===== config.mk =====
export PLATFORM = sky130hd
export DESIGN_NAME = cartridge_bank_mapper_irq
export DESIGN_NICKNAME = d
export VERILOG_FILES = /design/src/cbmi_pkg.sv /design/src/cartridge_bank_mapper_irq.sv /design/src/cbmi_regs.sv /design/src/cbmi_xlate.sv
export VERILOG_INCLUDE_DIRS = /design/src /design/src/src
export SDC_FILE = /design/constraint.sdc
export NUM_CORES = 1
export LEC_CHECK = 0
export BUFFER_PORTS_ARGS = -buffer_cell sky130_fd_sc_hd__buf_2
export CAP_MARGIN = 10
export CORE_MARGIN = 2
export CORE_UTILIZATION = 60
export CTS_CLUSTER_DIAMETER = 100
export CTS_CLUSTER_SIZE = 16
export DETAILED_ROUTE_END_ITERATION = 12
export GPL_TIMING_DRIVEN = 0
export PLACE_DENSITY_LB_ADDON = 0.15
export SLEW_MARGIN = 20
export SYNTH_ARGS = -nofsm -noshare
export SYNTH_HDL_FRONTEND = slang
export SYNTH_SLANG_ARGS = --single-unit

===== constraint.sdc =====
create_clock -name clk_i -period 4.22 [get_ports clk_i]
set_input_delay 0.211 -clock clk_i [delete_from_list [all_inputs] [get_ports clk_i]]
set_output_delay 0.211 -clock clk_i [all_outputs]
set_load 0.01 [all_outputs]

===== src/cartridge_bank_mapper_irq_macros.svh =====
// assertion helpers used by the mapper top file
`ifndef CARTRIDGE_BANK_MAPPER_IRQ_MACROS_SVH
`define CARTRIDGE_BANK_MAPPER_IRQ_MACROS_SVH

// plain check on every clock, held off during reset
`define CBMI_ASSERT(label, prop, msg) \
  label: assert property (@(posedge clk_i) disable iff (!rst_ni) (prop)) else $error(msg);

// implication check on every clock, held off during reset
`define CBMI_ASSERT_IMP(label, ante, cons, msg) \
  label: assert property (@(posedge clk_i) disable iff (!rst_ni) (ante) |-> (cons)) \
    else $error(msg);

`endif


===== src/cbmi_pkg.sv =====
`timescale 1ns / 1ps

package cbmi_pkg;

  typedef enum logic [2:0] {
    FUNC_TICK   = 3'd0,
    FUNC_CPU_RD = 3'd1,
    FUNC_CPU_WR = 3'd2,
    FUNC_VID_RD = 3'd3,
    FUNC_VID_WR = 3'd4
  } func_e;

  typedef enum logic [2:0] {
    TGT_NONE     = 3'd0,
    TGT_PRG_ROM  = 3'd1,
    TGT_CHR_ROM  = 3'd2,
    TGT_CHR_RAM  = 3'd3,
    TGT_NT_RAM   = 3'd4,
    TGT_OPEN_BUS = 3'd5
  } target_e;

  // character memory fitted, any other code means none
  localparam logic [1:0] CHR_RO = 2'd1;
  localparam logic [1:0] CHR_RW = 2'd2;
  localparam logic [1:0] ChrKindReset = CHR_RO;

  localparam logic [1:0] MIR_A10   = 2'd0;
  localparam logic [1:0] MIR_A11   = 2'd1;
  localparam logic [1:0] MIR_PAGE0 = 2'd2;
  localparam logic [1:0] MIR_PAGE1 = 2'd3;

  localparam logic [3:0] REG_PRG_BANK  = 4'h8;
  localparam logic [3:0] REG_MIRROR    = 4'h9;
  localparam logic [3:0] REG_IRQ_CTRL  = 4'ha;
  localparam logic [3:0] REG_RELOAD_LO = 4'hb;
  localparam logic [3:0] REG_RELOAD_HI = 4'hc;
  localparam logic [3:0] REG_EEPROM    = 4'hd;

  localparam logic [3:0] LAST_PRG_BANK = 4'hf;

  typedef struct packed {
    func_e       func;
    logic [15:0] address;
    logic [7:0]  write_data;
    logic [7:0]  bus_data;
    logic        eeprom_bit;
  } item_t;

  typedef struct packed {
    logic [7:0][7:0] char_banks;
    logic [3:0]      prog_bank;
    logic [1:0]      mirror_mode;
    logic [1:0]      char_kind;
    logic            irq_next;
  } state_t;

  typedef struct packed {
    target_e     target;
    logic [17:0] mem_address;
    logic        mem_write;
    logic [7:0]  pass_data;
    logic        irq_out;
    logic        eeprom_strobe;
    logic        eeprom_clock;
    logic        eeprom_data;
  } result_t;

endpackage


===== src/cartridge_bank_mapper_irq.sv =====
`timescale 1ns / 1ps
// channel   | dir | tdata (low bit up)                                  | tuser
// ----------+-----+-----------------------------------------------------+-------
// s_axis    | in  | address, write_data, bus_data, eeprom_bit, pad     | func
// m_axis    | out | mem_address, mem_write, pass_data, irq_out,         | target
//           |     | eeprom_strobe, eeprom_clock, eeprom_data, pad       |
// cfg       | in  | char_memory_kind, written when cfg_we_i is high     | -
//
// one item per cycle sustained while m_axis_tready is high; an accepted item
// passes through the input register, then the result register, with
// translation and register update in the single stage between them.
// rst_ni clears the bank, mirror and counter registers and both valid flags.
// while a result stalls the input register takes at most one more item, then
// s_axis_tready stays low until the result is taken.

`include "cartridge_bank_mapper_irq_macros.svh"

module cartridge_bank_mapper_irq (
  input  logic        clk_i,
  input  logic        rst_ni,
  input  logic        cfg_we_i,
  input  logic [1:0]  cfg_wdata_i,
  input  logic        s_axis_tvalid,
  output logic        s_axis_tready,
  // address[15:0], write_data[23:16], bus_data[31:24], eeprom_bit[32], zero pad
  input  logic [39:0] s_axis_tdata,
  // func[2:0]
  input  logic [2:0]  s_axis_tuser,
  output logic        m_axis_tvalid,
  input  logic        m_axis_tready,
  // mem_address[17:0], mem_write[18], pass_data[26:19], irq_out[27],
  // eeprom_strobe[28], eeprom_clock[29], eeprom_data[30], zero pad
  output logic [31:0] m_axis_tdata,
  // target[2:0]
  output logic [2:0]  m_axis_tuser
);

  logic              in_valid_q, in_valid_d;
  cbmi_pkg::item_t   item_q;
  logic              out_valid_q, out_valid_d;
  cbmi_pkg::result_t res_q;
  cbmi_pkg::result_t res_d;
  cbmi_pkg::state_t  state;
  logic              advance;
  logic              in_load;

  assign advance       = in_valid_q && (!out_valid_q || m_axis_tready);
  assign s_axis_tready = !in_valid_q || advance;
  assign in_load       = s_axis_tvalid && s_axis_tready;
  assign in_valid_d    = in_load || (in_valid_q && !advance);
  assign out_valid_d   = advance || (out_valid_q && !m_axis_tready);

  always_ff @(posedge clk_i or negedge rst_ni) begin
    if (!rst_ni) begin
      in_valid_q  <= 1'b0;
      out_valid_q <= 1'b0;
    end else begin
      in_valid_q  <= in_valid_d;
      out_valid_q <= out_valid_d;
    end
  end

  always_ff @(posedge clk_i) begin
    if (in_load) begin
      item_q.func       <= cbmi_pkg::func_e'(s_axis_tuser);
      item_q.address    <= s_axis_tdata[15:0];
      item_q.write_data <= s_axis_tdata[23:16];
      item_q.bus_data   <= s_axis_tdata[31:24];
      item_q.eeprom_bit <= s_axis_tdata[32];
    end
    if (advance) begin
      res_q <= res_d;
    end
  end

  cbmi_regs u_regs (
    .clk_i       (clk_i),
    .rst_ni      (rst_ni),
    .cfg_we_i    (cfg_we_i),
    .cfg_wdata_i (cfg_wdata_i),
    .fire_i      (advance),
    .item_i      (item_q),
    .state_o     (state)
  );

  cbmi_xlate u_xlate (
    .item_i   (item_q),
    .state_i  (state),
    .result_o (res_d)
  );

  assign m_axis_tvalid = out_valid_q;
  assign m_axis_tuser  = res_q.target;
  assign m_axis_tdata  = {1'b0, res_q.eeprom_data, res_q.eeprom_clock, res_q.eeprom_strobe,
                          res_q.irq_out, res_q.pass_data, res_q.mem_write,
                          res_q.mem_address};

  `CBMI_ASSERT_IMP(a_ready_when_empty, !m_axis_tvalid, s_axis_tready,
                   "input stalled with empty output")
  `CBMI_ASSERT_IMP(a_eeprom_quiet, m_axis_tvalid && !res_q.eeprom_strobe,
                   !res_q.eeprom_clock && !res_q.eeprom_data,
                   "eeprom pins driven without strobe")
  `CBMI_ASSERT_IMP(a_no_addr_unmapped,
                   m_axis_tvalid && (res_q.target == cbmi_pkg::TGT_NONE ||
                                     res_q.target == cbmi_pkg::TGT_OPEN_BUS),
                   res_q.mem_address == '0 && !res_q.mem_write,
                   "address on unmapped result")
  `CBMI_ASSERT_IMP(a_pass_only_open,
                   m_axis_tvalid && res_q.target != cbmi_pkg::TGT_OPEN_BUS,
                   res_q.pass_data == '0, "pass data outside open bus")

endmodule


===== src/cbmi_regs.sv =====
`timescale 1ns / 1ps

module cbmi_regs (
  input  logic               clk_i,
  input  logic               rst_ni,
  input  logic               cfg_we_i,
  input  logic [1:0]         cfg_wdata_i,
  input  logic               fire_i,
  input  cbmi_pkg::item_t    item_i,
  output cbmi_pkg::state_t   state_o
);

  logic [7:0][7:0] banks_q, banks_d;
  logic [3:0]      prg_q, prg_d;
  logic [1:0]      mirror_q, mirror_d;
  logic [1:0]      kind_q;
  logic            en_q, en_d;
  logic [15:0]     cnt_q, cnt_d;
  logic [15:0]     reload_q, reload_d;
  logic            irq_q, irq_d;
  logic            reg_wr;
  logic [3:0]      sel;

  // register window is 0x6000 and up
  assign reg_wr = (item_i.func == cbmi_pkg::FUNC_CPU_WR) &&
                  (item_i.address[15] || (item_i.address[14] && item_i.address[13]));
  assign sel    = item_i.address[3:0];

  always_comb begin
    banks_d  = banks_q;
    prg_d    = prg_q;
    mirror_d = mirror_q;
    en_d     = en_q;
    cnt_d    = cnt_q;
    reload_d = reload_q;
    irq_d    = irq_q;
    if (fire_i) begin
      if (item_i.func == cbmi_pkg::FUNC_TICK && en_q) begin
        cnt_d = cnt_q - 16'd1;
        // wrap below zero
        if (cnt_q == 16'd0) begin
          irq_d = 1'b1;
          en_d  = 1'b0;
        end
      end
      if (reg_wr) begin
        if (!sel[3]) begin
          banks_d[sel[2:0]] = item_i.write_data;
        end else begin
          unique case (sel)
            cbmi_pkg::REG_PRG_BANK:  prg_d = item_i.write_data[3:0];
            cbmi_pkg::REG_MIRROR:    mirror_d = item_i.write_data[1:0];
            cbmi_pkg::REG_IRQ_CTRL: begin
              irq_d = 1'b0;
              en_d  = item_i.write_data[0];
              cnt_d = reload_q;
            end
            cbmi_pkg::REG_RELOAD_LO: reload_d[7:0] = item_i.write_data;
            cbmi_pkg::REG_RELOAD_HI: reload_d[15:8] = item_i.write_data;
            default: ;
          endcase
        end
      end
    end
  end

  always_ff @(posedge clk_i or negedge rst_ni) begin
    if (!rst_ni) begin
      banks_q  <= '0;
      prg_q    <= '0;
      mirror_q <= '0;
      kind_q   <= cbmi_pkg::ChrKindReset;
      en_q     <= 1'b0;
      cnt_q    <= '0;
      reload_q <= '0;
      irq_q    <= 1'b0;
    end else begin
      banks_q  <= banks_d;
      prg_q    <= prg_d;
      mirror_q <= mirror_d;
      en_q     <= en_d;
      cnt_q    <= cnt_d;
      reload_q <= reload_d;
      irq_q    <= irq_d;
      if (cfg_we_i) begin
        kind_q <= cfg_wdata_i;
      end
    end
  end

  assign state_o.char_banks  = banks_q;
  assign state_o.prog_bank   = prg_q;
  assign state_o.mirror_mode = mirror_q;
  assign state_o.char_kind   = kind_q;
  assign state_o.irq_next    = irq_d;

endmodule


===== src/cbmi_xlate.sv =====
`timescale 1ns / 1ps

module cbmi_xlate (
  input  cbmi_pkg::item_t   item_i,
  input  cbmi_pkg::state_t  state_i,
  output cbmi_pkg::result_t result_o
);

  logic [13:0] va;
  logic        page;
  logic [17:0] nt_addr;
  logic [17:0] chr_addr;
  logic [3:0]  bank;
  logic        reg_wr;

  assign va = item_i.address[13:0];

  always_comb begin
    unique case (state_i.mirror_mode)
      cbmi_pkg::MIR_A10:   page = va[10];
      cbmi_pkg::MIR_A11:   page = va[11];
      cbmi_pkg::MIR_PAGE0: page = 1'b0;
      cbmi_pkg::MIR_PAGE1: page = 1'b1;
      default:             page = 1'b0;
    endcase
  end

  assign nt_addr  = {7'd0, page, va[9:0]};
  assign chr_addr = {state_i.char_banks[va[12:10]], va[9:0]};
  assign bank     = item_i.address[14] ? cbmi_pkg::LAST_PRG_BANK : state_i.prog_bank;
  assign reg_wr   = item_i.address[15] || (item_i.address[14] && item_i.address[13]);

  always_comb begin
    result_o             = '0;
    result_o.target      = cbmi_pkg::TGT_NONE;
    result_o.irq_out     = state_i.irq_next;
    unique case (item_i.func)
      cbmi_pkg::FUNC_CPU_RD: begin
        if (item_i.address[15:13] == 3'b011) begin
          // eeprom data shows on bit 4 in the work ram window
          result_o.target    = cbmi_pkg::TGT_OPEN_BUS;
          result_o.pass_data = {item_i.bus_data[7:5], item_i.eeprom_bit,
                                item_i.bus_data[3:0]};
        end else if (item_i.address[15]) begin
          result_o.target      = cbmi_pkg::TGT_PRG_ROM;
          result_o.mem_address = {bank, item_i.address[13:0]};
        end else begin
          result_o.target    = cbmi_pkg::TGT_OPEN_BUS;
          result_o.pass_data = item_i.bus_data;
        end
      end
      cbmi_pkg::FUNC_CPU_WR: begin
        if (reg_wr && item_i.address[3:0] == cbmi_pkg::REG_EEPROM) begin
          result_o.eeprom_strobe = 1'b1;
          result_o.eeprom_clock  = item_i.write_data[5];
          result_o.eeprom_data   = item_i.write_data[6];
        end
      end
      cbmi_pkg::FUNC_VID_RD: begin
        if (va[13]) begin
          result_o.target      = cbmi_pkg::TGT_NT_RAM;
          result_o.mem_address = nt_addr;
        end else if (state_i.char_kind == cbmi_pkg::CHR_RO) begin
          result_o.target      = cbmi_pkg::TGT_CHR_ROM;
          result_o.mem_address = chr_addr;
        end else if (state_i.char_kind == cbmi_pkg::CHR_RW) begin
          result_o.target      = cbmi_pkg::TGT_CHR_RAM;
          result_o.mem_address = chr_addr;
        end
      end
      cbmi_pkg::FUNC_VID_WR: begin
        if (va[13]) begin
          result_o.target      = cbmi_pkg::TGT_NT_RAM;
          result_o.mem_address = nt_addr;
          result_o.mem_write   = 1'b1;
        end else if (state_i.char_kind == cbmi_pkg::CHR_RW) begin
          result_o.target      = cbmi_pkg::TGT_CHR_RAM;
          result_o.mem_address = chr_addr;
          result_o.mem_write   = 1'b1;
        end
      end
      default: ;
    endcase
  end

endmodule

==> impl_metrics.csv <==
group,metric,value,unit
route,finalWirelength,17210,µm
clock_tree,clock_insertion_delay_worst_skew,0.43,ns
clock_tree,clock_sink_count,178,
grt,grt.busiest_layer,"met2",
grt,gr-usage-met2,43.60,%
setup_path,top_fanout_value_on_the_critical_path,10,
placed_design,portBuffers,78,
setup_path,crit_path_end,"m_axis_tdata[14]",
setup_path,cp.arrival,2.66,ns
sta,clock_skew,0.006313,ns
grt,grtUsageMet1,35.47,%
synth,yosysTopAreaCell,"dfrtp_1",
route,vias_per_cell,5.816,
grt,number_of_antenna_violations_at_the_first_check_in_global_routing,0,
synth,synth_top_cells_by_count,"dfrtp_1, mux2_2, edfxtp_1, o21ai_0, nand2_1",
cells_and_area,num-fill-cells,805,
pwr,power_density,424.9,nW/µm²
synth,combinational_family_with_the_most_area_after_synthesis,"multiplexers",
synth,synth_fa_ha_area_share,0.6501,%
sta,rsz0062_at_grt,"false",
floorplan,die_w,117.3,µm
synth,synthTopCellsByArea,"dfrtp_1, edfxtp_1, mux2_2",
cells_and_area,drive_above_1_share,33.72,%
floorplan,floorplan.initialDensity,61.25,%
floorplan,io-pin-count,87,
setup_path,worst_setup_path_class,"reg -> reg",
synth,number_of_nets_produced_by_synthesis,593,
sta,maxClockFrequency,398.2,MHz
grt,via_count_of_the_first_global_routing_pass,5121,
synth,async_reset_ff_share,60.67,%
grt,grt_first_pass_wirelength,26770,µm
setup_path,worst_r2r_startpoint,"item_q[28]",
synth,synth_top_area_share,34.78,%
route,post_drt_wl_per_cell,19.94,µm
cells_and_area,synthesis_to_finish_area_growth,22.38,%
clock_tree,cts_tree,"built",
synth,synth_compound_area_share,6.566,%
sta,tightest_slew,0.9608,ns
synth,syn_avg_cell_area,14.28,µm²
grt,grt_start_max_net_pins,76,
pwr,totalPowerFinal,0.004004,W
setup_path,cp-startpoint,"item_q[28]",
synth,postSynth.topFlopCell,"dfrtp_1",
sta,totalNegativeSetupSlack,0,ns
clock_tree,cts_setup_buffers,0,
synth,synth_most_common_cell,"dfrtp_1",
synth,post_synth_edffs,70,
synth,synthDistinctLibCells,62,
route,route.vias.total,5019,
setup_path,timing.critical_path.from_type,"flip-flop",
setup_path,reg2reg_depth,5,
floorplan,row_count,41,
placed_design,place.detailed.hpwl,10980,µm
clock_tree,clk_pin_slew,0.06,ns
setup_path,worstPathRequired,4.36,ns
clock_tree,clockBufferDepth,2,
cells_and_area,regArea,4806,µm²
route,ant_nets,0,
setup_path,timing.rr.end,"m_axis_tdata[14]",
sta,finalHoldViolCount,0,
clock_tree,cts_root_buffer,"clkbuf_16",
floorplan,die_y,117.3,µm
sta,timing.max_slew.rel_slack,35.46,%
synth,multiplexer_area_fraction_after_synthesis,18.27,%
cells_and_area,instances_no_fill,863,
cells_and_area,fin_util,74.96,%
pwr,peakVddDrop,280.9,µV
synth,synthXorXnorAreaFrac,0,%
cells_and_area,area_of_combinational_cells_with_multiple_inputs,2715,µm²
sta,fin_crit,2.511,ns
pwr,power.static_leakage,4.237,nW
clock_tree,cts_max_level,4,
route,first_pass_drt_iterations,5,
synth,syn_inst,539,
synth,seq_area_frac_synth,62.42,%
synth,postSynthRegisterBits,178,
synth,synthesis.yosys.warnings,0,
grt,use_met3,5.716,%
floorplan,design.core.area,12570,µm²
clock_tree,number_of_cts_inserted_buffers,17,
worst_hold_path,hold_path.class,"in -> reg",
grt,groute.usage.overall,26.77,%
status,status,"finished clean",
grt,grt_overflow_total,0,
placed_design,routabilityCongestion,0.8151,
route,drc_errors,0,
sta,final_setup_fails,0,
floorplan,floorplan.die_area,13750,µm²
synth,synth.cell_area,7699,µm²
sta,slew_violations,0,
clock_tree,postCtsResizedCells,0,
cells_and_area,final_net_count,732,
sta,period_share,59.51,%
placed_design,dpl.cell_count,792,
cells_and_area,num_antenna_cells,0,
setup_path,worst-r2r-setup-slack,1.71,ns
setup_path,cp-end-kind,"flip-flop",
flow_run,drv.max_cap_violation_count,0,
route,drt_iter0_markers,438,
synth,synth-simple-area-share,9.654,%
[timing repair]
action | in CTS | in global routing
hold buffers | 39 | 0
hold endpoints to repair | 71 | 0
endpoints found under the setup margin | 0 | 0
[area by class of cell]
| type | instances | area share (%) |
|---|---|---|
| Clock inverter | 2 | 0.6374 |
| Timing Repair Buffer | 120 | 9.230 |
| Tap cell | 172 | 2.284 |
| Clock buffer | 30 | 6.056 |
| Sequential cell | 178 | 51.01 |
| Buffer | 29 | 1.408 |
| Multi-Input combinational cell | 318 | 28.82 |
| Inverter | 14 | 0.5578 |
[worst min path at each step]
| stage | endpoint | cells after the start | start |
|---|---|---|---|
| CTS | u_regs.kind_q[1] | 3 | cfg_wdata_i[1] |
| global placement | item_q[15] | 1 | s_axis_tdata[22] |
| global route | u_regs.kind_q[0] | 3 | cfg_wdata_i[0] |
| floorplan | in_valid_q | 0 | rst_ni |
| finish | u_regs.kind_q[1] | 3 | cfg_wdata_i[1] |
| detailed placement | u_regs.reload_q[6] | 1 | rst_ni |
[worst max-delay path: stages (launching register included)]
cell      delay [ns]
edfxtp_1        0.38
clkbuf_1        0.49
clkbuf_1        0.57
mux4_2          0.41
mux2i_1         0.25
o21ai_0         0.14
[layout by cell type, fill, tap and decap left out, drive strengths merged, types with 2 or more instances in the layout]
cell           n
dfrtp        107
buf           91
mux2          86
edfxtp        70
clkbuf        49
dlygate4sd3   39
o21ai         30
nand2         24
nor2          23
and2          22
a21oi         19
mux4          15
inv           13
nand2b         8
nor3           8
nand3          7
mux2i          7
nand3b         6
a21o           5
o22ai          5
nor4           5
a2bb2oi        4
ha             4
a31oi          3
nor3b          3
or4            2
nand4          2
and3           2
o32ai          2
a21boi         2
a22oi          2
bufinv         2
nor4b          2
nand4b         2
o31ai          2
[sequential cells by signal, indices dropped and copies added, names as in the netlist]
register,cells
u_regs.reload_q,16
u_regs.irq_q,1
item_q,36
u_regs.cnt_q,16
in_valid_q,1
u_regs.kind_q,2
u_regs.prg_q,4
u_regs.mirror_q,2
m_axis_tuser,3
m_axis_tdata,31
m_axis_tvalid,1
u_regs.en_q,1
u_regs.state_o,64
[stage by stage]
step	area (µm²)	worst slack [ns]	hold WS (ns)
after floorplan	7699	1.838	-0.08459
after global placement	8304	1.093	0.3876
after detailed placement	8396	1.767	0.1271
after CTS	9417	1.773	0.02054
after global routing	9422	1.579	0.04592
final	9422	1.709	0.03115
[per-layer routing]
metal  vias to the layer above  wire, µm
met2                       182      8505
met3                        29      1020
met1                      2545      7328
met5                         -         0
li1                       2263         -
met4                         0       358
[power breakdown]
part,switching (W),internal (W)
sequential,0.0000685,0.00192
clock,0.000613,0.00103
combinational,0.000198,0.000171
[cells by family after synthesis]
logic type	Yosys count
AOI/OAI and AO/OA	83
adders and majority gates	4
buffers and inverters	43
DFF	178
muxes	108
other	1
and+or+nand+nor	122
(Power assumes the default switching activity.)
